`src/rtl/kia_pkg.sv`:
```
// ----------------------------------------------------------------------------
// kia_pkg
// Shared types and constants of the key to id allocation table.
// ----------------------------------------------------------------------------
package kia_pkg;

    localparam int DEF_ENTRIES   = 256;
    localparam int DEF_KEY_WIDTH = 32;

    localparam int OPCODE_W = 2;
    localparam int KEY_W    = 32;
    localparam int INDEX_W  = 8;
    localparam int STATUS_W = 2;
    localparam int ID_W     = 8;
    localparam int COUNT_W  = 9;

    typedef enum logic [OPCODE_W-1:0] {
        OP_ASSIGN  = 2'd0,
        OP_FIND    = 2'd1,
        OP_REVERSE = 2'd2,
        OP_CLEAR   = 2'd3
    } opcode_t;

    typedef enum logic [STATUS_W-1:0] {
        ST_OK        = 2'd0,
        ST_NOT_FOUND = 2'd1,
        ST_FULL      = 2'd2,
        ST_RANGE     = 2'd3
    } status_t;

    // Control flags that walk the cell chain alongside id and key
    typedef struct packed {
        logic tok;
        logic hit;
    } link_ctl_t;

endpackage

```
`src/rtl/kia_cell.sv`:
```
// ----------------------------------------------------------------------------
// kia_cell
// One table entry: holds a key, compares it against the broadcast search
// and hands the running hit, id and key on to the next cell every cycle.
// ----------------------------------------------------------------------------
module kia_cell
    import kia_pkg::*;
#(
    parameter int KEY_WIDTH = DEF_KEY_WIDTH,
    parameter int CW        = 9,
    parameter int IW        = 8,
    parameter int IDX       = 0
)
(
    input  logic                 clk,
    input  logic                 rst_n,
    input  logic [KEY_WIDTH-1:0] search_key,
    input  logic [CW-1:0]        search_idx,
    input  logic                 rev,
    input  logic [CW-1:0]        count,
    input  logic                 wr_en,
    input  logic [KEY_WIDTH-1:0] wr_key,
    input  link_ctl_t            prev_ctl,
    input  logic [IW-1:0]        prev_id,
    input  logic [KEY_WIDTH-1:0] prev_key,
    output link_ctl_t            next_ctl,
    output logic [IW-1:0]        next_id,
    output logic [KEY_WIDTH-1:0] next_key
);

    logic [KEY_WIDTH-1:0] key_reg;
    link_ctl_t            ctl_reg;
    logic [IW-1:0]        id_reg;
    logic [KEY_WIDTH-1:0] fwd_key_reg;
    logic                 live;
    logic                 here;

    assign live = CW'(IDX) < count;
    assign here = rev ? (CW'(IDX) == search_idx) : (live && (key_reg == search_key));

    always_ff @(posedge clk)
    begin
        if (wr_en && (count == CW'(IDX)))
        begin
            key_reg <= wr_key;
        end
    end

    always_ff @(posedge clk or negedge rst_n)
    begin
        if (!rst_n)
        begin
            ctl_reg <= '0;
        end
        else
        begin
            ctl_reg.tok <= prev_ctl.tok;
            ctl_reg.hit <= prev_ctl.hit | here;
        end
    end

    // Keep the first hit further up the chain
    always_ff @(posedge clk)
    begin
        id_reg      <= prev_ctl.hit ? prev_id  : IW'(IDX);
        fwd_key_reg <= prev_ctl.hit ? prev_key : key_reg;
    end

    assign next_ctl = ctl_reg;
    assign next_id  = id_reg;
    assign next_key = fwd_key_reg;

endmodule

```
`config.mk`:
```
export PLATFORM = sky130hd
export DESIGN_NAME = kia_cell
export DESIGN_NICKNAME = d
export VERILOG_FILES = /design/src/rtl/kia_pkg.sv /design/src/rtl/kia_cell.sv
export SDC_FILE = /design/constraint.sdc
export NUM_CORES = 1
export LEC_CHECK = 0
export BUFFER_PORTS_ARGS = -buffer_cell sky130_fd_sc_hd__clkbuf_2
export CAP_MARGIN = 20
export CORE_ASPECT_RATIO = 1.75
export CORE_MARGIN = 1
export CORE_UTILIZATION = 30
export DETAILED_ROUTE_END_ITERATION = 16
export MAX_ROUTING_LAYER = met4
export PLACE_DENSITY = 0.69
export SLEW_MARGIN = 20
export SYNTH_ARGS = -nofsm -noshare
export SYNTH_HDL_FRONTEND = slang
export SYNTH_SLANG_ARGS = --single-unit
```
`constraint.sdc`:
```
create_clock -name clk -period 2.4 [get_ports clk]
set_clock_uncertainty 0.05 [all_clocks]
set_input_delay 0.48 -clock clk [delete_from_list [all_inputs] [get_ports clk]]
set_output_delay 0.48 -clock clk [all_outputs]
set_load 0.01 [all_outputs]
```
-- Word-level counts from Yosys, hierarchy flattened
Index checks and enable logic that the tools add are counted.
W data, S select, Z words.
- memory bits (read-only): 0
- output and inout port bits: 42
- latch bits: 0
- memories: 0
- bits in registers: 74
- logic and storage cells: 14
- bits in writable memories: 0
- input port bits: 128
- equality and inequality tests: 1
- add/sub/neg operators: 0
- $lt $le $gt $ge: 1
- shift-type cells: 0
- divide/modulo/power cells: 0
- bitwise gates (word level): 1
- multiplexer cells: 2
- multipliers: 0
- reductions and logical operators: 4
- operators with widths (operator ; count):
    $eq A32 B32 Y1 ; 1
    $mux W32 ; 1
    $logic_not A9 Y1 ; 2
    $lt A1 B9 Y1 const A ; 1
    $logic_and A1 B1 Y1 ; 2
    $mux W1 ; 1
    $or A1 B1 Y1 ; 1

-- Logic depth before layout (Yosys ltp)
Gate-level depths: netlist (run 1).
- word-level depth: 4
- gate-level depth with buffers: 5
- gate-level depth less buffers: 5

-- Least setup slack after synthesis (run 1)
Ideal clock, no wire load.
- path type: input to register
- start point: in count[4]
- end point: reg key_reg[0], enable pin
- required time: 1.958 ns
- buffers on the path: 0
- setup slack: 0.031 ns
- cell stages on the path: 4
- arrival time: 1.928 ns
- cells stage by stage: nor4_1 > nand2_1 > nor4_1 > and2_1
- cells in the longest elaborated chain, start to end: 2
- ends and longest elaborated chain (what ; line ; RTL):
    from (decl) ; kia_cell.sv:20 ; input logic [CW-1:0] count,
    $logic_not A9 Y1 ; kia_cell.sv:43 ; if (wr_en && (count == CW'(IDX)))
    $logic_and A1 B1 Y1 ; kia_cell.sv:43 ;
    to (signal assigned) ; kia_cell.sv:45 ; key_reg <= wr_key;
    to (decl) ; kia_cell.sv:31 ; logic [KEY_WIDTH-1:0] key_reg;
Every way passes these cells.
A chain may end at the register's enable or synchronous reset.

-- Worst setup path in the final report (run 1)
- start point: reg key_reg[19]
- end point: reg ctl_reg (netlist bit next_ctl[0])
- cells in the longest elaborated chain, start to end: 4
- ends and longest elaborated chain (what ; line ; RTL):
    $eq A32 B32 Y1 ; kia_cell.sv:39 ; assign here = rev ? (CW'(IDX) == search_idx) : (live && (key_reg == search_key));
    $logic_and A1 B1 Y1 ; kia_cell.sv:39 ;
    $mux W1 ; kia_cell.sv:39 ;
    $or A1 B1 Y1 ; kia_cell.sv:58 ; ctl_reg.hit <= prev_ctl.hit | here;
    to (decl) ; kia_cell.sv:32 ; link_ctl_t ctl_reg;
Every way passes these cells.

==> qor.csv, run 1 <==
metric,value,unit
wire_per_inst,14.26,microns
cts-root-buf,clkbuf_16,
cts.path.max_buffers,2,
hold_depth,1,
die_w,73.12,microns
grt_pass1_wl,10350,microns
grt_usage,15.91,%
fin_util,46.42,%
io_pins,170,
synth_xor_area_share,10.56,%
min_from,prev_ctl[1],
final_common_cell,clkbuf_2,
insertion_delay,0.32,ns
grt_pass1_vias,2173,
relSlewSlack,70.50,%
seq_area,0.001812,sq mm
synth_area_leaders,"edfxtp_1 36%, dfxtp_1 30%, mux2_2 14%",
status,finished clean,
post_synth_mux_area_share,13.57,%
ys_ff_latch,74,
routed_wl,6773,microns
r2r_slack,0.12,ns
dieArea,0.009245,sq mm
worst_pin_slew,0.4385,ns
grt_overflow,0,
synth_top_family_by_area,multiplexers,
hpwl,5488,microns
powerDensity,721.0,mW/mm^2
dr.pass1.iters,4,
multi_input_area,829.5,sq um
fillers,822,
path_clk_slew,0.06,ns
finalSetupViolCount,0,
drive_gt1_share,61.73,%
hold_class,input port to register,
tns,0,ns
postSynthAreaPerCell,15.53,sq um
ys_types,18,
die_height,126.5,microns
place_congestion,0.7908,
grt_max_degree,24,
final_net_count,481,
coreArea,0.008615,sq mm
period_minus_slack,2.275,ns
finalHoldViolations,0,
cts_resized,0,
setup.worst_path.end_class,register,
synthesis.area,0.002655,sq mm
cp_data_arrival_time,2.44,ns
antenna_found_initial,0,
fmax,0.4395,GHz
yosys_warnings,0,
drt_first_iter_violations,69,
synthSimpleGateAreaFrac,6.221,%
routed-via-count,2011,
r2r_cells,6,
synth-compound-area-share,0.8483,%
rows,45,
ir_worst_vdd,0.0003855,V
power.leakage,1.821,nW
yosysSeqAreaShare,68.24,%
slew_violations,0,
path_max_fanout,2,
yosys.area.top_type,edfxtp_1,
synthCells,171,
place_inst,458,
antennaDiodeCount,0,
cts_tree,yes,
antenna_left,0,
drv_cap,0,
io_buffers,169,
synthAdderAreaFrac,0,%
htree_levels,3,
worstReg2RegEnd,next_ctl[0],
routed_via_density,4.234,
cts.sinks,74,
syn_nets,299,
min_to,next_ctl[1],
synth_top_area_share,36.19,%
final_cells,475,
rr_startpoint,key_reg[19],
rsz0062_at_grt,false,
syn_to_final_growth,50.61,%
drc_errors,0,
startpoint_type,register,
finalCritPeriodShare,94.80,%
cts_buffers,9,
final_cell_mix,"169 x clkbuf_2, 40 x dfxtp_1, 32 x mux2_2, 32 x edfxtp_1, 25 x xor2_1",
cp_data_required_time,2.56,ns
floorplan.initialDensity,30.82,%
critPathKind,register to register,
[through the flow]
stage                     hold slack, ns  worst slack (ns)  area [sq um]  total power, mW
after floorplan                   0.1344           0.03054          2655            1.478
after global placement            0.2278          -0.06039          3709            1.632
after detailed placement          0.2290          -0.08008          3709            1.639
after CTS                         0.2035           0.05086          3999            2.925
after global routing              0.2017          0.006690          3999            2.996
final                             0.2162            0.1248          3999            2.883
[worst max path at each step]
stage / start / endpoint / slack, ns / depth (start not counted)
after floorplan: count[4] / key_reg[0] / 0.03 / 4
after global placement: search_key[19] / next_ctl[0] / -0.06 / 7
after detailed placement: search_key[19] / next_ctl[0] / -0.08 / 7
after CTS: key_reg[19] / next_ctl[0] / 0.05 / 6
after global routing: key_reg[19] / next_ctl[0] / 0.007 / 6
final: key_reg[19] / next_ctl[0] / 0.12 / 6
[worst max-delay path: stages (launching register included)]
cell and delay [ns]:
edfxtp_1 0.39, xor2_1 0.18, nor4_1 0.34, buf_4 0.17, nand4_1 0.15, or4_4 0.55, o41ai_2 0.33
[kinds of logic (layout without fill, tap and decap cells)]
group	count (synthesis)	in the layout
mux	32	32
flops	74	74
simple gates	27	27
xor+xnor	32	32
buf+inv	4	191
compound gates	2	2
[cell type report]
class	count	area share [%]
repair buffers	175	23.28
flip-flops and latches	74	45.31
clock inverters	3	1.001
multi-input cells	93	20.74
clock buffers	13	6.007
well taps	117	3.661
[metal layers]
| metal | share of wire (%) | global-route usage [%] |
|---|---|---|
| met2 | 58 | 28.65 |
| met3 | 5.4 | 4.051 |
| met5 | 0 | - |
| met4 | 2.7 | 8.074 |
| met1 | 34 | 15.05 |
[synth_stat cells]
cell and number:
clkbuf_1 1, nand4_1 2, nor4_1 9, buf_1 3, dfxtp_1 40, or4_4 1, mux2_2 32, o41ai_2 1
dfrtp_1 2, and2_1 9, xor2_1 25, a31oi_1 1, xnor2_1 7, edfxtp_1 32, nand2_1 2, nor4b_1 1
nor2_1 2, nand3_1 1
[report_power, final]
part	internal, mW	total [mW]	switching [mW]
sequential	1.35	1.36	0.00996
combinational	0.148	0.248	0.100
clock	0.803	1.27	0.471
[timing repair]
action                                 4_1_cts  5_1_grt
endpoints found under the hold margin        2        0
hold buffers                                 1        0
setup buffers                                0        0
No activity file was read; power rests on OpenSTA's default activity.
==> inputs of run 2 (changes only) <==
--- a/config.mk
+++ b/config.mk
@@ -13,6 +13,7 @@
 export DETAILED_ROUTE_END_ITERATION = 16
 export MAX_ROUTING_LAYER = met4
 export PLACE_DENSITY = 0.69
+export SETUP_SLACK_MARGIN = 0.3
 export SLEW_MARGIN = 20
 export SYNTH_ARGS = -nofsm -noshare
 export SYNTH_HDL_FRONTEND = slang
==> constraint.sdc (replaced) <==
create_clock -name clk -period 2.2 [get_ports clk]
set_clock_uncertainty 0.05 [all_clocks]
set_input_delay 0.44 -clock clk [delete_from_list [all_inputs] [get_ports clk]]
set_output_delay 0.44 -clock clk [all_outputs]
set_load 0.01 [all_outputs]
==> run 2 against run 1 <==
Register-to-register slack is essentially flat. Via count down 0.20%. First-iteration DRC count is 23% lower. Clock-buffer cell count is 3 higher. Final area is 0.75% higher. Fmax grew 10%. Sequential share of layout area shrank 0.34 points. Sequential power up 9.6%. Power is 6.7% higher. Combinational power is 10% higher. Critical path depth stayed put. Critical endpoint unchanged. Highest routed layer unchanged.
==> qor.csv, run 2 (synthesis gave the netlist of run 1 again) <==
metric,value,unit
status,finished clean,
dr.pass1.iters,6,
critPathKind,register to register,
p_total,3.076,mW
drv_cap,0,
intPower,2.466,mW
finalInstanceArea,0.004029,sq mm
rsz0062_at_grt,true,
coreArea,0.008615,sq mm
setup.worst_path.end_class,register,
clock_power_share,42.8,%
drive_gt1_share,62.40,%
antenna_found_initial,0,
startpoint_type,register,
slew_violations,0,
io_pins,170,
place_ws,-0.1640,ns
rows,45,
finalHoldViolations,0,
final_common_cell,clkbuf_2,
grt_max_degree,27,
cts_setup_buffers,0,
cts_buffers,9,
power.leakage,1.835,nW
tns,0,ns
cts.path.max_buffers,2,
grt_pass1_wl,9735,microns
relSlewSlack,69.97,%
switchingPower,0.6102,mW
antennaDiodeCount,0,
finalSetupViolCount,0,
insertion_delay,0.32,ns
period_minus_slack,2.069,ns
io_buffers,169,
final_cells,476,
fin_util,46.77,%
path_clk_slew,0.05,ns
floorplan.initialDensity,30.82,%
whs,0.1829,ns
cts.sinks,74,
final_cell_mix,"169 x clkbuf_2, 40 x dfxtp_1, 32 x mux2_2, 32 x edfxtp_1, 25 x xor2_1",
cts-root-buf,clkbuf_16,
drc_errors,0,
grt_usage,15.06,%
hold_class,input port to register,
path_max_fanout,2,
grt_pass1_vias,2036,
cts_tree,yes,
dieArea,0.009245,sq mm
htree_levels,3,
finalCritPeriodShare,94.05,%
worst_pin_slew,0.4504,ns
routed_via_density,4.216,
routed-via-count,2007,
die_w,73.12,microns
ir_worst_vdd,0.0006757,V
place_inst,459,
routed_wl,6468,microns
pwr-share-seq,48.3,%
cp_data_required_time,2.37,ns
antenna_left,0,
syn_to_final_growth,51.74,%
hpwl,5231,microns
switching_share,19.84,%
cp_data_arrival_time,2.24,ns
drt_first_iter_violations,53,
place_congestion,0.8090,
fmax,0.4833,GHz
grt_overflow,0,
powerDensity,763.5,mW/mm^2
place_area,0.003717,sq mm
wire_per_inst,13.59,microns
setup_ws,0.1309,ns
final_net_count,482,
die_height,126.5,microns
comb_power_share,8.9,%
## run 2: changes by cell type in the layout (fill, tap and decap cells not counted), sizes merged
cell and delta:
bufinv -1, buf +1, clkinv -2, clkbuf +3
## run 2: cell type report
cell class	instances	area [sq um]
Fill cell	820	4586
Sequential cell	74	1812
Timing Repair Buffer	176	938.4
Multi-Input combinational cell	93	860.8
Clock buffer	16	271.5
Tap cell	117	146.4
## run 2: timing repair
action | CTS | global route
hold endpoints to repair | 2 | 0
resized for setup | 2 | 2
pin swaps | 2 | 3
endpoints found under the setup margin | 1 | 1
hold buffers | 1 | 0
## run 2: power groups by stage
stage                     combinational, mW  sequential, mW  clock (mW)
final                                 0.274            1.49        1.32
after global routing                  0.300            1.49        1.42
after CTS                             0.277            1.49        1.36
after detailed placement              0.273            1.51           0
after global placement                0.267            1.51           0
after floorplan                      0.0757            1.54           0
## run 2: worst paths after layout
check | startpoint | end | slack (ns) | depth (start not counted)
setup / recovery | key_reg[10] | next_ctl[0] | 0.13 | 6
hold / removal | prev_ctl[1] | next_ctl[1] | 0.18 | 1
setup reg to reg | key_reg[10] | next_ctl[0] | 0.13 | 6
hold reg to reg | key_reg[28] | next_key[28] | 0.47 | 1
max in group asynchronous | rst_n | next_ctl[0] | 1.57 | 2
min in group asynchronous | rst_n | next_ctl[1] | 0.42 | 2
## run 2: per-layer routing
layer	GRT usage, %	routed length (microns)	up-vias
li1	-	-	981
met1	14.64	2246	922
met2	25.87	3607	88
met3	4.051	378	16
met4	9.112	235	0
met5	-	0	-
## run 2: worst max-delay path, stage by stage (launching register included)
cell	delay, ns
edfxtp_1	0.39
xor2_1	0.20
nor4_2	0.28
buf_4	0.14
nand4_1	0.14
or4_4	0.56
o41ai_4	0.20
==> inputs of run 3 (changes only) <==
--- a/config.mk
+++ b/config.mk
@@ -11,6 +11,7 @@
 export CORE_MARGIN = 1
 export CORE_UTILIZATION = 30
 export DETAILED_ROUTE_END_ITERATION = 16
+export GPL_TIMING_DRIVEN = 0
 export MAX_ROUTING_LAYER = met4
 export PLACE_DENSITY = 0.69
 export SETUP_SLACK_MARGIN = 0.3
@@ -18,3 +19,4 @@
 export SYNTH_ARGS = -nofsm -noshare
 export SYNTH_HDL_FRONTEND = slang
 export SYNTH_SLANG_ARGS = --single-unit
+export TNS_END_PERCENT = 5
==> constraint.sdc (replaced) <==
create_clock -name clk -period 2.2 [get_ports clk]
set_clock_uncertainty 0.05 [all_clocks]
set_input_delay 0.11 -clock clk [delete_from_list [all_inputs] [get_ports clk]]
set_output_delay 0.11 -clock clk [all_outputs]
set_load 0.01 [all_outputs]
==> run 3 against run 2 <==
Final area rose by 16%. Combinational power rose by 41%. Non-clock buffer count rose by 71. Global-route usage rose by 3.6 points. Sequential share of layout area fell by 6.3 points. Fmax rose by 0.24%. Clock-buffer cell count fell by 5. Sequential power barely moved. Via count rose by 18%. Wire length rose by 23%. Utilization rose by 7.7 points. Power rose by 2.2%.
==> qor.csv, run 3 (synthesis gave the netlist of run 1 again) <==
metric,value,unit
endpoint,next_ctl[0],
period_minus_slack,2.064,ns
status,finished clean,
dieArea,0.009245,sq mm
hold_class,input port to register,
antenna_left,0,
cts-root-buf,clkbuf_16,
finalSetupViolCount,0,
tns,0,ns
place_ws,-0.1269,ns
power.leakage,2.102,nW
crit_chain,"xor2_2, nor4_2, nand4_1, or4_4, o41ai_4",
htree_levels,3,
routed_via_density,4.346,
final_cells,547,
drc_errors,0,
cts.sinks,74,
relSlewSlack,46.59,%
final_net_count,553,
io_buffers,169,
cp_data_arrival_time,2.24,ns
p_total,3.145,mW
cp_data_required_time,2.37,ns
io_pins,170,
cp_top_family,simple AND/OR/NAND/NOR gates,
wire_per_inst,14.56,microns
grt_usage,18.68,%
place_congestion,0.8193,
rr_startpoint,key_reg[23],
critPathKind,register to register,
die_w,73.12,microns
startpoint_type,register,
r2r_slack,0.14,ns
grt_pass1_wl,12100,microns
cp.depth,5,
grt_max_degree,33,
fmax,0.4845,GHz
path_max_fanout,2,
rsz0062_at_grt,true,
syn_to_final_growth,76.63,%
critical_path_buf_inv_count,0,
place_inst,457,
rows,45,
r2r_cells,5,
drt_first_iter_violations,48,
finalHoldViolations,0,
dr.pass1.iters,7,
antenna_found_initial,0,
routed-via-count,2377,
final_cell_mix,"169 x clkbuf_2, 74 x dlygate4sd3_1, 40 x dfxtp_1",
cpPeakStageDelay,0.57,ns
powerDensity,670.5,mW/mm^2
grt_overflow,0,
final_common_cell,clkbuf_2,
antennaDiodeCount,0,
crit_start,key_reg[23],
worst_pin_slew,0.8012,ns
ir_worst_vdd,0.0006322,V
drv_cap,0,
slew_violations,0,
slowest_stage,or4_4,
grt_pass1_vias,2759,
floorplan.initialDensity,30.82,%
setup_ws,0.1359,ns
setup.worst_path.end_class,register,
die_height,126.5,microns
cts.path.max_buffers,2,
worstReg2RegEnd,next_ctl[0],
hpwl,5279,microns
path_clk_slew,0.05,ns
insertion_delay,0.32,ns
routed_wl,7967,microns
coreArea,0.008615,sq mm
cts_buffers,9,
cts_tree,yes,
finalCritPeriodShare,93.82,%
drive_gt1_share,50.93,%
## run 3: cell types whose count changed in the layout (fill, tap and decap cells not counted), moves of 3 or more
cell	change
buf_12	-3
clkinv_1	+4
buf_1	+3
clkbuf_1	-3
dlygate4sd3_1	+73
buf_4	-3
## run 3: final cells by class
type	instances	area, sq um
fillers	731	3925
flip-flops and latches	74	1812
repair buffers	243	1587
multi-input cells	93	867.1
clock buffers	11	242.7
well taps	117	146.4
clock inverters	5	20.02
plain buffers	4	15.01
## run 3: per-stage QoR
stage	utilization, %	hold WS [ns]	instance area (sq um)
floorplan	-	-0.2356	2656
global placement	42.35	-0.1496	3649
detailed placement	42.35	-0.1466	3649
CTS	54.22	0.02088	4671
global route	54.44	0.04347	4690
finish	54.44	0.04925	4690
## run 3: how the worst min path moves through the flow
stage               start           to  slack (ns)  cells after the start
CTS                   rev  next_ctl[0]        0.02                      3
finish                rev  next_ctl[0]        0.05                      3
floorplan           rst_n  next_ctl[0]       -0.24                      0
global placement    rst_n  next_ctl[1]       -0.15                      1
detailed placement  rst_n  next_ctl[1]       -0.15                      1
global route          rev  next_ctl[0]        0.04                      3
## run 3: worst register-to-register path, cell delays in order, from the launching register on
cell      delay (ns)
edfxtp_1        0.42
xor2_2          0.18
nor4_2          0.34
nand4_1         0.21
or4_4           0.58
o41ai_4         0.20
## run 3: metal layers
metal / share of wire, % / GRT usage (%) / up-vias
met3: 5.1 / 5.639 / 26
met2: 59 / 35.51 / 100
met4: 4.1 / 10.84 / 0
met5: 0 / - / -
met1: 31 / 14.74 / 1134
li1: - / - / 1117
## run 3: power breakdown
group          leakage, nW  total (mW)  internal (mW)  switching [mW]
logic                 1.32       0.385          0.245           0.140
registers            0.648        1.49           1.48          0.0127
clock network        0.129        1.27          0.775           0.496
total                 2.10        3.14           2.50           0.649
## run 3: what timing repair did
action,4_1_cts,5_1_grt
endpoints found under the hold margin,75,0
setup buffers,0,0
hold buffers,74,0
resized for setup,3,2
pin swaps,8,5
endpoints found under the setup margin,1,33
