===== config.mk =====
export PLATFORM = sky130hd
export DESIGN_NAME = kia_ctrl_flat
export DESIGN_NICKNAME = d
export VERILOG_FILES = /design/src/rtl/kia_pkg.sv /design/src/rtl/kia_req_if.sv /design/src/rtl/kia_rsp_if.sv /design/src/rtl/kia_ctrl.sv /design/src/flat_wrapper.sv
export SDC_FILE = /design/constraint.sdc
export NUM_CORES = 1
export LEC_CHECK = 0
export BUFFER_PORTS_ARGS = -buffer_cell sky130_fd_sc_hd__buf_2
export CAP_MARGIN = 20
export CELL_PAD_IN_SITES_DETAIL_PLACEMENT = 1
export CELL_PAD_IN_SITES_GLOBAL_PLACEMENT = 2
export CORE_MARGIN = 2
export CORE_UTILIZATION = 26
export CTS_CLUSTER_DIAMETER = 30
export DETAILED_ROUTE_END_ITERATION = 8
export GPL_TIMING_DRIVEN = 0
export PLACE_DENSITY = 0.66
export SLEW_MARGIN = 30
export SYNTH_ARGS = -nofsm -noshare
export SYNTH_HDL_FRONTEND = slang
export SYNTH_SLANG_ARGS = --single-unit

===== constraint.sdc =====
create_clock -name clk -period 4.5 [get_ports clk]
set_input_delay 0.225 -clock clk [delete_from_list [all_inputs] [get_ports clk]]
set_output_delay 0.225 -clock clk [all_outputs]
set_load 0.03 [all_outputs]

===== src/rtl/kia_pkg.sv =====
// ----------------------------------------------------------------------------
// kia_pkg
// Shared types and constants of the key to id allocation table.
// ----------------------------------------------------------------------------
package kia_pkg;

    localparam int DEF_ENTRIES   = 256;
    localparam int DEF_KEY_WIDTH = 32;

    localparam int OPCODE_W = 2;
    localparam int KEY_W    = 32;
    localparam int INDEX_W  = 8;
    localparam int STATUS_W = 2;
    localparam int ID_W     = 8;
    localparam int COUNT_W  = 9;

    typedef enum logic [OPCODE_W-1:0] {
        OP_ASSIGN  = 2'd0,
        OP_FIND    = 2'd1,
        OP_REVERSE = 2'd2,
        OP_CLEAR   = 2'd3
    } opcode_t;

    typedef enum logic [STATUS_W-1:0] {
        ST_OK        = 2'd0,
        ST_NOT_FOUND = 2'd1,
        ST_FULL      = 2'd2,
        ST_RANGE     = 2'd3
    } status_t;

    // Control flags that walk the cell chain alongside id and key
    typedef struct packed {
        logic tok;
        logic hit;
    } link_ctl_t;

endpackage


===== src/rtl/kia_req_if.sv =====
// ----------------------------------------------------------------------------
// kia_req_if
// Request channel: opcode, key and index with valid/ready handshake.
// ----------------------------------------------------------------------------
interface kia_req_if
    import kia_pkg::*;
();
    logic                valid;
    logic                ready;
    logic [OPCODE_W-1:0] opcode;
    logic [KEY_W-1:0]    key;
    logic [INDEX_W-1:0]  index;

    modport source (output valid, output opcode, output key, output index, input ready);
    modport sink   (input valid, input opcode, input key, input index, output ready);
endinterface


===== src/rtl/kia_rsp_if.sv =====
// ----------------------------------------------------------------------------
// kia_rsp_if
// Response channel: status, id, presence flag, key and entry count.
// ----------------------------------------------------------------------------
interface kia_rsp_if
    import kia_pkg::*;
();
    logic                valid;
    logic                ready;
    logic [STATUS_W-1:0] status;
    logic [ID_W-1:0]     id_out;
    logic                was_present;
    logic [KEY_W-1:0]    key_out;
    logic [COUNT_W-1:0]  entry_count;

    modport source (output valid, output status, output id_out, output was_present,
                    output key_out, output entry_count, input ready);
    modport sink   (input valid, input status, input id_out, input was_present,
                    input key_out, input entry_count, output ready);
endinterface


===== src/rtl/kia_ctrl.sv =====
// ----------------------------------------------------------------------------
// kia_ctrl
// Sequencer: takes a request, launches a search token down the cell chain,
// captures the chain tail, works out the response and updates the count.
// ----------------------------------------------------------------------------
module kia_ctrl
    import kia_pkg::*;
#(
    parameter int ENTRIES   = DEF_ENTRIES,
    parameter int KEY_WIDTH = DEF_KEY_WIDTH,
    parameter int CW        = $clog2(ENTRIES + 1),
    parameter int IW        = $clog2(ENTRIES)
)
(
    input  logic                 clk,
    input  logic                 rst_n,
    kia_req_if.sink              req,
    kia_rsp_if.source            rsp,
    output logic [KEY_WIDTH-1:0] search_key,
    output logic [CW-1:0]        search_idx,
    output logic                 rev,
    output logic [CW-1:0]        count,
    output logic                 wr_en,
    output logic [KEY_WIDTH-1:0] wr_key,
    output link_ctl_t            head_ctl,
    input  link_ctl_t            tail_ctl,
    input  logic [IW-1:0]        tail_id,
    input  logic [KEY_WIDTH-1:0] tail_key
);

    localparam int RW = (CW > INDEX_W) ? CW : INDEX_W;

    typedef enum logic [2:0] {
        S_IDLE   = 3'b001,
        S_SEARCH = 3'b010,
        S_EMIT   = 3'b100
    } state_t;

    state_t               state_reg, state_next;
    opcode_t              op_reg;
    logic [KEY_WIDTH-1:0] key_reg;
    logic [INDEX_W-1:0]   index_reg;
    logic                 start_reg;
    logic [CW-1:0]        count_reg, count_next;
    logic                 hit_reg;
    logic [IW-1:0]        hid_reg;
    logic [KEY_WIDTH-1:0] hkey_reg;

    logic                 out_valid_reg, out_valid_next;
    status_t              out_status_reg;
    logic [ID_W-1:0]      out_id_reg;
    logic                 out_present_reg;
    logic [KEY_W-1:0]     out_key_reg;
    logic [COUNT_W-1:0]   out_count_reg;

    logic                 accept;
    logic                 emit_go;
    logic                 full;
    logic                 in_range;
    status_t              status_n;
    logic [IW-1:0]        id_n;
    logic                 present_n;
    logic [KEY_WIDTH-1:0] kout_n;
    logic                 insert;

    assign req.ready = (state_reg == S_IDLE);
    assign accept    = req.valid && req.ready;
    assign emit_go   = (state_reg == S_EMIT) && (!out_valid_reg || rsp.ready);
    assign full      = (count_reg == CW'(ENTRIES));
    assign in_range  = RW'(index_reg) < RW'(count_reg);

    always_comb
    begin
        status_n   = ST_OK;
        id_n       = '0;
        present_n  = 1'b0;
        kout_n     = '0;
        insert     = 1'b0;
        count_next = count_reg;
        case (op_reg)
            OP_ASSIGN:
            begin
                if (hit_reg)
                begin
                    id_n      = hid_reg;
                    present_n = 1'b1;
                end
                else if (full)
                begin
                    status_n = ST_FULL;
                end
                else
                begin
                    id_n       = IW'(count_reg);
                    insert     = 1'b1;
                    count_next = count_reg + CW'(1);
                end
            end
            OP_FIND:
            begin
                if (hit_reg)
                begin
                    id_n      = hid_reg;
                    present_n = 1'b1;
                end
                else
                begin
                    status_n = ST_NOT_FOUND;
                end
            end
            OP_REVERSE:
            begin
                if (in_range)
                begin
                    kout_n = hkey_reg;
                end
                else
                begin
                    status_n = ST_RANGE;
                end
            end
            OP_CLEAR:
            begin
                count_next = '0;
            end
            default:
            begin
                count_next = count_reg;
            end
        endcase
    end

    always_comb
    begin
        state_next = state_reg;
        case (state_reg)
            S_IDLE:
            begin
                if (accept)
                begin
                    state_next = S_SEARCH;
                end
            end
            S_SEARCH:
            begin
                if (tail_ctl.tok)
                begin
                    state_next = S_EMIT;
                end
            end
            S_EMIT:
            begin
                if (emit_go)
                begin
                    state_next = S_IDLE;
                end
            end
            default:
            begin
                state_next = S_IDLE;
            end
        endcase
    end

    always_comb
    begin
        out_valid_next = out_valid_reg;
        if (emit_go)
        begin
            out_valid_next = 1'b1;
        end
        else if (rsp.ready)
        begin
            out_valid_next = 1'b0;
        end
    end

    always_ff @(posedge clk or negedge rst_n)
    begin
        if (!rst_n)
        begin
            state_reg     <= S_IDLE;
            start_reg     <= 1'b0;
            count_reg     <= '0;
            out_valid_reg <= 1'b0;
        end
        else
        begin
            state_reg     <= state_next;
            start_reg     <= accept;
            out_valid_reg <= out_valid_next;
            if (emit_go)
            begin
                count_reg <= count_next;
            end
        end
    end

    always_ff @(posedge clk)
    begin
        if (accept)
        begin
            op_reg    <= opcode_t'(req.opcode);
            key_reg   <= KEY_WIDTH'(req.key);
            index_reg <= req.index;
        end
        // Hold the tail of the chain as the token drops out
        if ((state_reg == S_SEARCH) && tail_ctl.tok)
        begin
            hit_reg  <= tail_ctl.hit;
            hid_reg  <= tail_id;
            hkey_reg <= tail_key;
        end
        if (emit_go)
        begin
            out_status_reg  <= status_n;
            out_id_reg      <= ID_W'(id_n);
            out_present_reg <= present_n;
            out_key_reg     <= KEY_W'(kout_n);
            out_count_reg   <= COUNT_W'(count_next);
        end
    end

    assign search_key = key_reg;
    assign search_idx = CW'(index_reg);
    assign rev        = (op_reg == OP_REVERSE);
    assign count      = count_reg;
    assign wr_en      = emit_go && insert;
    assign wr_key     = key_reg;
    assign head_ctl   = '{tok: start_reg, hit: 1'b0};

    assign rsp.valid       = out_valid_reg;
    assign rsp.status      = out_status_reg;
    assign rsp.id_out      = out_id_reg;
    assign rsp.was_present = out_present_reg;
    assign rsp.key_out     = out_key_reg;
    assign rsp.entry_count = out_count_reg;

    a_count_bound: assert property (@(posedge clk) disable iff (!rst_n)
        count_reg <= CW'(ENTRIES))
        else $error("entry count beyond table size");

    a_tail_in_search: assert property (@(posedge clk) disable iff (!rst_n)
        tail_ctl.tok |-> (state_reg == S_SEARCH))
        else $error("search token at chain tail outside search");

    a_launch: assert property (@(posedge clk) disable iff (!rst_n)
        accept |=> (start_reg && (state_reg == S_SEARCH)))
        else $error("accepted beat did not launch a search");

    a_count_only_on_emit: assert property (@(posedge clk) disable iff (!rst_n)
        !$stable(count_reg) |-> $past(emit_go))
        else $error("entry count moved without a response");

    a_write_not_full: assert property (@(posedge clk) disable iff (!rst_n)
        wr_en |-> (!full && !hit_reg && (op_reg == OP_ASSIGN)))
        else $error("insert into full table or over an existing key");

endmodule


===== src/flat_wrapper.sv =====
// flat-port wrapper written by rule: the top's interface ports become plain ports
module kia_ctrl_flat import kia_pkg::*;
#(
    parameter int ENTRIES   = DEF_ENTRIES,
    parameter int KEY_WIDTH = DEF_KEY_WIDTH,
    parameter int CW        = $clog2(ENTRIES + 1),
    parameter int IW        = $clog2(ENTRIES)
)
  (clk, rst_n, search_key, search_idx, rev, count, wr_en, wr_key, head_ctl, tail_ctl, tail_id, tail_key, req_valid, req_opcode, req_key, req_index, req_ready, rsp_valid, rsp_status, rsp_id_out, rsp_was_present, rsp_key_out, rsp_entry_count, rsp_ready);
  kia_req_if req_i ();
  kia_rsp_if rsp_i ();
  input  logic clk;
  input  logic rst_n;
  output logic [KEY_WIDTH-1:0] search_key;
  output logic [CW-1:0] search_idx;
  output logic rev;
  output logic [CW-1:0] count;
  output logic wr_en;
  output logic [KEY_WIDTH-1:0] wr_key;
  output link_ctl_t head_ctl;
  input  link_ctl_t tail_ctl;
  input  logic [IW-1:0] tail_id;
  input  logic [KEY_WIDTH-1:0] tail_key;
  input wire logic [$bits(req_i.valid)-1:0] req_valid;
  input wire logic [$bits(req_i.opcode)-1:0] req_opcode;
  input wire logic [$bits(req_i.key)-1:0] req_key;
  input wire logic [$bits(req_i.index)-1:0] req_index;
  output wire logic [$bits(req_i.ready)-1:0] req_ready;
  output wire logic [$bits(rsp_i.valid)-1:0] rsp_valid;
  output wire logic [$bits(rsp_i.status)-1:0] rsp_status;
  output wire logic [$bits(rsp_i.id_out)-1:0] rsp_id_out;
  output wire logic [$bits(rsp_i.was_present)-1:0] rsp_was_present;
  output wire logic [$bits(rsp_i.key_out)-1:0] rsp_key_out;
  output wire logic [$bits(rsp_i.entry_count)-1:0] rsp_entry_count;
  input wire logic [$bits(rsp_i.ready)-1:0] rsp_ready;
  assign req_i.valid = req_valid;
  assign req_i.opcode = req_opcode;
  assign req_i.key = req_key;
  assign req_i.index = req_index;
  assign req_ready = req_i.ready;
  assign rsp_valid = rsp_i.valid;
  assign rsp_status = rsp_i.status;
  assign rsp_id_out = rsp_i.id_out;
  assign rsp_was_present = rsp_i.was_present;
  assign rsp_key_out = rsp_i.key_out;
  assign rsp_entry_count = rsp_i.entry_count;
  assign rsp_i.ready = rsp_ready;
  kia_ctrl #(.ENTRIES(ENTRIES), .KEY_WIDTH(KEY_WIDTH), .CW(CW), .IW(IW)) u_core (.clk(clk), .rst_n(rst_n), .req(req_i), .rsp(rsp_i), .search_key(search_key), .search_idx(search_idx), .rev(rev), .count(count), .wr_en(wr_en), .wr_key(wr_key), .head_ctl(head_ctl), .tail_ctl(tail_ctl), .tail_id(tail_id), .tail_key(tail_key));
endmodule

[After elaboration in Yosys (flattened, before gate mapping)]
Index checks and enable logic that the tools add are counted.
Cells by class
  muxes and demuxes: 22
  add/sub/neg operators: 1
  order comparisons: 1
  reductions and logical operators: 11
  equality and inequality tests: 10
Operators with widths (number)
  8-bit two-way mux: 3
  9-bit two-way mux: 2
  9-bit case mux with 2 select lines: 1
  8-bit case mux with 2 select lines: 1
  9-bit by 1-bit adder with 9-bit output, second input constant: 1
  9-bit == test, second input constant: 1
  8-bit by 9-bit < comparator with 1-bit output: 1
  3-bit two-way mux: 3
  3-bit case mux with 3 select lines: 1
  1-bit two-way mux: 7
  2-bit two-way mux: 3
  2-bit case mux with 3 select lines: 1
  2-bit == test, second input constant: 2
  1-bit logical AND: 4
  2-bit != test, second input constant: 2
  3-bit by 1-bit == test with 1-bit output, second input constant: 1
  3-bit by 2-bit == test with 1-bit output, second input constant: 1
  3-bit == test, second input constant: 1
  3-bit AND reduction: 1
  2-bit by 1-bit == test with 1-bit output, second input constant: 1
  2-bit logical NOT: 1
  2-bit by 1-bit != test with 1-bit output, second input constant: 1
  2-bit AND reduction: 1
  2-bit nonzero test: 1
  3 further kinds: 3
Word-level totals
  logic and storage cells: 60
  register bits after elaboration: 149
  output and inout port bits: 140

[Logic depth before layout (Yosys ltp)]
Gate-level depths: netlist of the first run.
  depth in word-level cells: 5
  depth in mapped cells: 8
  gate-level depth less buffers: 8

[Worst setup path before layout of the first run]
Ideal clock, no wire load.
  kind: register -> register
  start point: register u_core.state_reg[0]
  end point: register u_core.hid_reg[0], enable pin
  path buffers: 0
  arrival: 3.586 ns
  slack: 0.415 ns
  library setup time: 0.499 ns
  stages on the path, launching flop included: 3
  cells stage by stage: dfstp_2 -> nand2b_1 -> nor3b_1
Between the ends
  longest elaborated chain between the ends: 2
Ends and longest elaborated chain
  start, declared: line kia_ctrl.sv:39  | state_t state_reg, state_next;
  start signal, assigned: line kia_ctrl.sv:189  | state_reg <= state_next;
  3-bit by 2-bit == test with 1-bit output: line kia_ctrl.sv:208  | if ((state_reg == S_SEARCH) && tail_ctl.tok)
  1-bit logical AND: line kia_ctrl.sv:208
  end signal, assigned: line kia_ctrl.sv:211  | hid_reg <= tail_id;
  end, declared: line kia_ctrl.sv:46  | logic [IW-1:0] hid_reg;
No other way between the ends.
A chain may end at the register's enable or synchronous reset.

[Worst setup path after layout of the first run]
  start point: register u_core.count_reg[6] (netlist: u_core.count[6])
  end point: register u_core.out_key_reg[22] (netlist: u_core.rsp.key_out[22]), data pin
Between the ends
  longest elaborated chain between the ends: 2
Ends and longest elaborated chain
  start, declared: line kia_ctrl.sv:44  | logic [CW-1:0] count_reg, count_next;
  start signal, assigned: line kia_ctrl.sv:194  | count_reg <= count_next;
  8-bit by 9-bit < comparator with 1-bit output: line kia_ctrl.sv:70  | assign in_range = RW'(index_reg) < RW'(count_reg);
  2-bit AND reduction (no source line)
  end signal, assigned: line kia_ctrl.sv:219  | out_key_reg <= KEY_W'(kout_n);
  end, declared: line kia_ctrl.sv:53  | logic [KEY_W-1:0] out_key_reg;
No other way between the ends.

==> results of run 1 <==
[cells in the final DEF (no fill, tap or decap), types with 3 or more instances in the layout]
cell type	n
buf_2	227
edfxtp_1	135
dlygate4sd3_1	84
buf_4	40
and2_1	33
nand2_1	20
clkbuf_16	17
inv_1	16
ha_1	14
dfrtp_1	13
nor2_1	11
o21ai_0	11
a21oi_1	8
clkbuf_1	6
inv_6	6
nand3_1	5
a32o_1	5
nand2b_1	4
nor4_2	4
o221ai_1	4
inv_8	4
nor2b_1	3
o21ai_1	3
nand4b_1	3
o32ai_1	3
o31ai_1	3
xnor2_1	3
[cell usage after synthesis, types with 5 or more instances]
library cell	instances	share of area, %
a21oi_1	8	0.67
a32o_1	5	0.84
and2_1	34	3.6
buf_4	35	4.4
clkbuf_1	6	0.38
dfrtp_1	13	5.5
edfxtp_1	135	68
ha_1	14	2.9
inv_1	16	1.0
nand2_1	20	1.3
nand3_1	5	0.42
nor2_1	11	0.69
o21ai_0	11	0.93
[per-layer routing]
metal	vias up	global-route usage, %
li1	2023	-
met1	2097	16.5
met2	124	26.1
met3	14	4.79
met4	0	3.23
met5	-	0
[critical path: cells and delay by family (launching register included)]
kind / cells / cell delay (ps)
compound gates: 3 / 930
fa+ha+maj: 1 / 320
buf+inv: 2 / 490
flops: 1 / 580
simple gates: 1 / 190
[layout make-up]
cell class	instances	area, sq um
clock buffers	17	425
inverters	16	60.1
plain buffers	43	295
well taps	285	357
clock inverters	15	161
multi-input cells	168	1200
repair buffers	316	2060
fillers	2427	13600
flip-flops and latches	149	4410
[worst max-delay path by stage]
stage / start / end / slack, ps / cells after the start
floorplan: u_core.state_reg[0] / u_core.hid_reg[0] / 420 / 2
global placement: u_core.state_reg[0] / u_core.hkey_reg[20] / -1440 / 2
detailed placement: u_core.count[6] / u_core.rsp.key_out[11] / 1780 / 7
CTS: u_core.count[6] / u_core.rsp.key_out[11] / 1770 / 7
global route: u_core.count[6] / u_core.rsp.key_out[18] / 1600 / 7
finish: u_core.count[6] / u_core.rsp.key_out[22] / 1840 / 7
[report_power, final]
part           switching (W)  internal, W  total [W]
combinational       0.000762     0.000396    0.00116
clock               0.000656     0.000790    0.00145
sequential          0.000108      0.00173    0.00184
[metrics by stage]
| stage | TNS [ps] | setup slack, ps | total power (W) |
|---|---|---|---|
| 3_5_place_dp | 0 | 1780 | 0.00298 |
| 6_report | 0 | 1840 | 0.00444 |
| 5_1_grt | 0 | 1600 | 0.00464 |
| 2_1_floorplan | 0 | 415 | 0.00259 |
| 4_1_cts | 0 | 1770 | 0.00450 |
| 3_3_place_gp | -58980 | -1440 | 0.00294 |
[logic make-up (layout without fill, tap and decap cells)]
| logic type | after synthesis | count (layout) |
|---|---|---|
| flip-flops | 149 | 149 |
| AND/OR/NAND/NOR | 101 | 101 |
| buffers and inverters | 59 | 407 |
| AO/OA/AOI/OAI | 48 | 48 |
| adder cells (fa/ha/maj) | 14 | 14 |
| XOR/XNOR | 3 | 3 |
| other | 1 | 2 |
[timing repair]
| item | in CTS | in global routing |
|---|---|---|
| hold buffers | 84 | 0 |
| resized for setup | 0 | 0 |
| endpoints found under the hold margin | 96 | 0 |
| buffers inserted | 0 | 0 |
==> flow_metrics.py, run 1 <==
metrics = {
    "clock_tree": {
        "path_clk_slew_ps": 70,
        "clk_latency_ps": 420,
        "cts-root-buf": "clkbuf_16",
        "cts.sinks": 149,
        "htreeDepth": 4,
        "tritoncts.num_buffers": 17,
        "tritoncts": "done",
        "clock_path_buffers": 2,
    },
    "critical_path": {
        "slowest_delay_ps": 580,
        "startpoint_type": "flip-flop",
        "crit_chain": "inv_1 -> ha_1 -> a211oi_1 -> o32ai_1 -> a211oi_2 -> clkbuf_1 -> and2_1",
        "r2r_slack_ps": 1840,
        "worstPathRequired_ps": 4790,
        "crit_arrival_ps": 2950,
        "regToRegEndpoint": "u_core.rsp.key_out[22]",
        "reg2reg_from": "u_core.count[6]",
        "crit_type": "flip-flop to flip-flop",
        "reg2reg_depth": 7,
        "cp-end-kind": "flip-flop",
        "crit_path_top_delay_cell": "dfrtp_1",
        "critPathMaxFanout": 10,
    },
    "routing": {
        "wl_per_cell_um": 17.0,
        "drt-met1-wl_um": 6970,
        "drc": 0,
        "wl_um": 17100,
        "route.vias.total": 4258,
        "firstDrtPassIters": 4,
        "wl_met3_um": 993,
        "wl_met2_um": 9020,
        "vias_per_cell": 4.22,
        "drt_iter0_drc": 264,
        "antenna_left": 0,
        "highest_layer": "met4",
    },
    "logic_synthesis": {
        "synth_top_flop_cell": "edfxtp_1",
        "synth_top_family_by_area": "simple AND/OR/NAND/NOR gates",
        "synth_fa_ha_area_share_pct": 2.95,
        "muxShareOfSynthArea_pct": 0,
        "synth-compound-area-share_pct": 5.93,
        "yosysUniqueCellTypes": 48,
        "seq_area_frac_synth_pct": 74.1,
        "synth-xor-area-share_pct": 0.442,
        "yosysWarnings": 0,
        "yosys.area_share.simple_pct": 10.6,
        "netlist_area_sq_um": 5950,
        "synthCells": 375,
        "avgSynthCellArea_sq_um": 15.9,
        "synth_edf_count": 135,
        "async_reset_ff_share_pct": 9.40,
        "ys_ff_latch": 149,
    },
    "sta": {
        "finalCritPeriodShare_pct": 59.1,
        "rsz0062_at_grt": "false",
        "fin_crit_ps": 2660,
        "whs_ps": 143,
        "relSlewSlack_pct": 57.4,
        "hold_viol_final": 0,
        "setup_violations": 0,
        "skew_ps": 9.42,
        "fmax_mhz": 376,
        "finalMaxSlewViolations": 0,
        "worst-slew-pin-transition_ps": 640,
    },
    "floorplanning": {
        "start_util_pct": 26.3,
        "die_w_um": 155,
        "ios": 228,
        "core_sq_um": 22600,
        "dieArea_sq_um": 24100,
        "fp-row-count": 55,
        "dieHeight_um": 155,
    },
    "grt": {
        "grt_pass1_vias": 4661,
        "grt_max_degree": 44,
        "grt.total_usage_pct": 14.4,
        "grt_pass1_wl_um": 26300,
        "overflow": 0,
        "antenna_found_initial": 0,
    },
    "power_and_ir_drop": {
        "cellPowerDensity_nw_per_um2": 495,
        "p_leak_nw": 3.70,
        "ir_drop_uv": 208,
    },
    "layout": {
        "nets": 813,
        "drive_gt1_share_pct": 43.5,
        "area_growth_pct": 50.7,
        "final_area_sq_um": 8960,
        "postLayoutCoreUtil_pct": 39.7,
        "n_antenna_cell": 0,
        "fin_cells": 1009,
    },
    "min_path": {
        "hp-class": "input port to flip-flop",
        "hold_path_depth": 3,
        "whs_endpoint": "u_core.rsp.valid",
        "holdCritStartpoint": "rsp_ready",
    },
    "flow_run": {
        "maxCapViolations": 0,
    },
    "run_status": {
        "status": "finished clean",
    },
    "place": {
        "dp_hpwl_um": 12000,
        "dp_cells": 893,
        "portBuffers": 225,
        "placed_area_sq_um": 7530,
        "routabilityCongestion": 0.778,
    },
}
Power figures use the tool's default switching activity.
==> run 2: changes to the inputs <==
--- a/config.mk
+++ b/config.mk
@@ -14,7 +14,7 @@
 export CTS_CLUSTER_DIAMETER = 30
 export DETAILED_ROUTE_END_ITERATION = 8
 export GPL_TIMING_DRIVEN = 0
-export PLACE_DENSITY = 0.66
+export PLACE_DENSITY = 0.69
 export SLEW_MARGIN = 30
 export SYNTH_ARGS = -nofsm -noshare
 export SYNTH_HDL_FRONTEND = slang
==> constraint.sdc (replaced) <==
create_clock -name clk -period 2.3 [get_ports clk]
set_input_delay 0.115 -clock clk [delete_from_list [all_inputs] [get_ports clk]]
set_output_delay 0.115 -clock clk [all_outputs]
set_load 0.03 [all_outputs]
==> run 2 against run 1 <==
  * Utilization increased by 0.50 points
  * Sequential power rose by 95%
  * Count of clock-buffer cells in the layout unchanged
  * Register-to-register slack worse by 1700 ps
  * Maximum frequency up 23%
  * Cell area rose by 1.3%
  * Clock skew decreased by 1.0 ps
  * Die area unchanged
  * Total power is 95% higher
  * Routed wire length shrank 0.99%
==> flow_metrics.py, run 2 (synthesis gave the netlist of run 1 again) <==
metrics = {
    "routing": {
        "drt_iter0_drc": 132,
        "vias_per_cell": 4.25,
        "firstDrtPassIters": 4,
        "drc": 0,
        "antenna_left": 0,
        "wl_um": 16900,
        "wl_per_cell_um": 16.7,
        "route.vias.total": 4315,
    },
    "critical_path": {
        "critPathMaxFanout": 10,
        "cp-end-kind": "flip-flop",
        "crit_arrival_ps": 2340,
        "critPathTopFamily": "buffers and inverters",
        "crit_path_top_delay_cell": "dfrtp_1",
        "crit_top_cell": "a211oi_2",
        "crit_type": "flip-flop to flip-flop",
        "critical_path_buf_inv_count": 4,
        "startpoint_type": "flip-flop",
        "worstPathRequired_ps": 2470,
        "reg2reg_depth": 9,
        "cp_num_cells": 9,
        "r2r_slack_ps": 130,
        "slowest_delay_ps": 380,
        "crit_chain": "clkbuf_4 -> inv_1 -> ha_1 -> a211oi_2 -> o32ai_2 -> a211oi_2 -> buf_4 -> clkbuf_2 -> and2_1",
    },
    "floorplanning": {
        "ios": 228,
        "core_sq_um": 22600,
        "start_util_pct": 26.3,
        "dieArea_sq_um": 24100,
        "dieHeight_um": 155,
        "fp-row-count": 55,
        "die_w_um": 155,
    },
    "place": {
        "portBuffers": 225,
        "pre_cts_ws_ps": -375,
        "routabilityCongestion": 0.795,
        "dp_hpwl_um": 12300,
        "dp_cells": 892,
        "placed_area_sq_um": 7560,
    },
    "layout": {
        "fin_cells": 1015,
        "final_common_cell": "buf_2",
        "n_antenna_cell": 0,
        "nFillCells": 2393,
        "area_growth_pct": 52.6,
        "layout_common_cells": "225 x buf_2, 135 x edfxtp_1, 84 x dlygate4sd3_1",
        "final_area_sq_um": 9070,
        "drive_gt1_share_pct": 46.3,
        "nets": 820,
    },
    "power_and_ir_drop": {
        "cellPowerDensity_nw_per_um2": 952,
        "power.total_w": 0.00864,
        "ir_drop_uv": 733,
        "p_leak_nw": 3.73,
    },
    "grt": {
        "grt_max_degree": 44,
        "antenna_found_initial": 0,
        "overflow": 0,
        "grt.total_usage_pct": 14.1,
        "grt_pass1_wl_um": 25500,
        "grt_pass1_vias": 4552,
    },
    "min_path": {
        "hp-class": "input port to flip-flop",
        "hold_path_depth": 3,
    },
    "clock_tree": {
        "tritoncts": "done",
        "clock_path_buffers": 2,
        "tritoncts.num_buffers": 17,
        "clk_latency_ps": 420,
        "cts-root-buf": "clkbuf_16",
        "path_clk_slew_ps": 70,
        "cts.sinks": 149,
        "htreeDepth": 4,
    },
    "sta": {
        "setup_violations": 0,
        "hold_viol_final": 0,
        "fin_crit_ps": 2170,
        "fmax_mhz": 461,
        "skew_ps": 8.41,
        "relSlewSlack_pct": 58.2,
        "worst-slew-pin-transition_ps": 626,
        "finalCritPeriodShare_pct": 94.4,
        "finalWorstSetupSlack_ps": 129,
        "setup_tns_ps": 0,
        "finalMaxSlewViolations": 0,
    },
    "flow_run": {
        "maxCapViolations": 0,
    },
    "run_status": {
        "status": "finished clean",
    },
}
run 2: final cells by class:
type	count	area, sq um	area share (%)
tap	285	357	3.93
sequential	149	4410	48.6
multi-input combinational	168	1230	13.6
timing repair buffer	324	2140	23.6
clock buffer	17	425	4.69
inverter	16	63.8	0.703
buffer	42	300	3.31
clock inverter	14	141	1.56
run 2: where the power goes:
part	leakage (nW)	switching (W)	internal (W)	total (W)
sequential	1.41	0.000209	0.00338	0.00359
combinational	2.06	0.00152	0.000812	0.00233
clock	0.271	0.00120	0.00152	0.00272
total	3.73	0.00292	0.00571	0.00864
run 2: routing by layer:
| layer | up-vias | global-route usage, % | wire (um) |
|---|---|---|---|
| met5 | - | 0 | 0 |
| met4 | 0 | 4.50 | 229 |
| met2 | 177 | 24.6 | 8470 |
| li1 | 2043 | - | - |
| met3 | 14 | 4.71 | 1200 |
| met1 | 2081 | 16.3 | 7050 |
run 2: final timing paths:
check,start,end
max in group asynchronous,rst_n,u_core.state_reg[0]
worst min register to register,u_core.hkey_reg[21],u_core.rsp.key_out[21]
worst max-delay path,u_core.count[5],u_core.rsp.key_out[29]
min in group asynchronous,rst_n,u_core.state_reg[1]
worst min-delay path,rsp_ready,u_core.rsp.valid
worst max register to register,u_core.count[5],u_core.rsp.key_out[29]
run 2: timing repair:
item                                    CTS  global route
hold buffers                             84             0
setup buffers                             4             5
cloned                                    0             0
pin swaps                                 2             2
resized for setup                         4            16
endpoints found under the setup margin   33            23
endpoints found under the hold margin    97             0
run 2: tightest hold or removal path, stage by stage:
cell	delay, ps
buf_2	80
nand2b_1	150
nand2_1	60
run 2: stage by stage:
stage,hold slack [ps],utilization (%)
floorplan,-181,-
global placement,47.8,33.0
detailed placement,59.1,33.5
CTS,13.0,39.9
global route,33.4,40.2
finish,34.8,40.2
==> run 3: changes to the inputs <==
==> constraint.sdc (replaced) <==
create_clock -name clk -period 1.74 [get_ports clk]
set_input_delay 0.087 -clock clk [delete_from_list [all_inputs] [get_ports clk]]
set_output_delay 0.087 -clock clk [all_outputs]
set_load 0.03 [all_outputs]
==> run 3 against run 2 <==
  * The run now ends with setup timing left
  * Flip-flop and latch count stayed put
  * Non-clock buffer count is 57 higher
  * Critical path depth is 2 lower
  * Combinational power is 81% higher
  * Clock power is 36% higher
  * Maximum frequency is 9.1% higher
  * Count of clock-buffer cells in the layout stayed put
  * Worst hold slack worse by 1.9 ps
  * First-iteration DRC count is 33% higher
  * Cell count is 6.0% higher
  * Register-to-register slack worse by 380 ps
  * Critical path type unchanged
==> flow_metrics.py, run 3 (synthesis gave the netlist of run 1 again) <==
metrics = {
    "routing": {
        "vias_per_cell": 4.36,
        "firstDrtPassIters": 4,
        "wl_per_cell_um": 18.4,
        "drt_iter0_drc": 175,
        "route.vias.total": 4692,
        "drc": 0,
        "antenna_left": 0,
        "wl_um": 19800,
    },
    "critical_path": {
        "crit_type": "flip-flop to flip-flop",
        "critPathMaxFanout": 6,
        "crit_arrival_ps": 2180,
        "worstPathRequired_ps": 1930,
        "cp-end-kind": "flip-flop",
        "startpoint_type": "flip-flop",
    },
    "run_status": {
        "violations": "setup timing",
        "status": "complete, but fails checks",
    },
    "clock_tree": {
        "path_clk_slew_ps": 80,
        "clock_path_buffers": 2,
        "cts.sinks": 149,
        "tritoncts": "done",
        "cts-root-buf": "clkbuf_16",
        "tritoncts.num_buffers": 17,
        "htreeDepth": 4,
        "clk_latency_ps": 430,
    },
    "place": {
        "dp_hpwl_um": 12300,
        "placed_area_sq_um": 7590,
        "routabilityCongestion": 0.776,
        "portBuffers": 225,
    },
    "floorplanning": {
        "fp-row-count": 55,
        "die_w_um": 155,
        "core_sq_um": 22600,
        "dieHeight_um": 155,
        "dieArea_sq_um": 24100,
        "start_util_pct": 26.3,
        "ios": 228,
    },
    "sta": {
        "fmax_mhz": 503,
        "setup_violations": 55,
        "setup_tns_ps": -9350,
        "finalWorstSetupSlack_ps": -249,
        "skew_ps": 16.2,
        "finalCritPeriodShare_pct": 114,
        "fin_crit_ps": 1990,
        "rsz0062_at_grt": "true",
        "hold_viol_final": 0,
        "finalMaxSlewViolations": 0,
    },
    "layout": {
        "multi_input_area_sq_um": 1570,
        "final_area_sq_um": 10200,
        "nFillCells": 2332,
        "nets": 880,
        "area_growth_pct": 71.0,
        "final_common_cell": "buf_2",
        "drive_gt1_share_pct": 59.8,
        "layout_common_cells": "223 x buf_2, 135 x edfxtp_1, 84 x dlygate4sd3_1",
        "seqCellArea_sq_um": 4420,
        "n_antenna_cell": 0,
    },
    "grt": {
        "grt_use_met3_pct": 5.10,
        "grt.total_usage_pct": 15.9,
        "antenna_found_initial": 0,
        "top_usage_layer": "met2",
        "grt_pass1_wl_um": 28800,
        "grt_use_met2_pct": 27.7,
        "grt_util_met1_pct": 18.8,
        "grt_pass1_vias": 4978,
        "overflow": 0,
        "grt_max_degree": 22,
    },
    "flow_run": {
        "maxCapViolations": 0,
    },
    "min_path": {
        "hp-class": "input port to flip-flop",
    },
    "power_and_ir_drop": {
        "p_leak_nw": 4.22,
        "ir_drop_uv": 587,
        "cellPowerDensity_nw_per_um2": 1250,
    },
}
## run 3: cell count changes in the layout (fill, tap and decap cells not counted), sizes merged
cell / before / now
and2: 34 / 37
buf: 275 / 337
bufinv: 1 / 0
clkbuf: 24 / 19
clkinv: 2 / 6
clkinvlp: 4 / 3
inv: 23 / 22
## run 3: layout make-up
| type | instances | area share [%] |
|---|---|---|
| clock inverters | 15 | 1.78 |
| well taps | 285 | 3.51 |
| repair buffers | 383 | 27.6 |
| multi-input cells | 171 | 15.5 |
| flip-flops and latches | 149 | 43.4 |
| clock buffers | 17 | 4.18 |
| inverters | 16 | 0.750 |
| plain buffers | 40 | 3.30 |
## run 3: metrics by stage
| step | hold slack [ps] | cells | worst slack [ps] | util [%] | total power [W] |
|---|---|---|---|---|---|
| detailed placement | 32.5 | 891 | -714 | 33.6 | 0.00777 |
| global route | 46.9 | 1076 | -320 | 45.1 | 0.0133 |
| CTS | 15.1 | 1054 | -224 | 43.7 | 0.0124 |
| floorplan | -209 | 376 | -486 | - | 0.00676 |
| global placement | 31.9 | 886 | -1200 | 33.2 | 0.00767 |
| finish | 32.9 | 1076 | -249 | 45.1 | 0.0127 |
## run 3: final timing paths
check | depth (start not counted) | slack (ps) | from | to
worst max-delay path | 7 | -250 | u_core.index_reg[6] | u_core.rsp.key_out[26]
worst min-delay path | 3 | 30 | rsp_ready | u_core.rsp.valid
worst max register to register | 7 | -250 | u_core.index_reg[6] | u_core.rsp.key_out[26]
worst min register to register | 2 | 530 | u_core.hid_reg[7] | u_core.rsp.id_out[7]
max in group asynchronous | 2 | 1310 | rst_n | u_core.state_reg[0]
min in group asynchronous | 2 | 120 | rst_n | u_core.count[8]
## run 3: timing repair
item	in CTS	in global routing
setup buffers	42	24
endpoints found under the hold margin	97	0
pin swaps	44	22
hold buffers	84	0
endpoints found under the setup margin	169	122
cloned	9	1
gates resized for setup	103	48
## run 3: metal layers
layer | wire [um] | up-vias
met1 | 8190 | 2298
met4 | 410 | 0
li1 | - | 2163
met3 | 1380 | 26
met5 | 0 | -
met2 | 9780 | 205
## run 3: power by group
| part | total (W) | leakage [nW] | switching, W | internal, W |
|---|---|---|---|---|
| Combinational | 0.00422 | 2.53 | 0.00244 | 0.00178 |
| Clock | 0.00369 | 0.289 | 0.00174 | 0.00195 |
| Sequential | 0.00476 | 1.40 | 0.000286 | 0.00448 |
| Total | 0.0127 | 4.22 | 0.00448 | 0.00820 |
## run 3: critical path, stage by stage (launching register included)
cell	delay, ps
edfxtp_1	480
ha_4	330
nand4b_1	230
nor2_4	200
a211oi_4	90
buf_6	160
clkbuf_8	150
and2_4	130
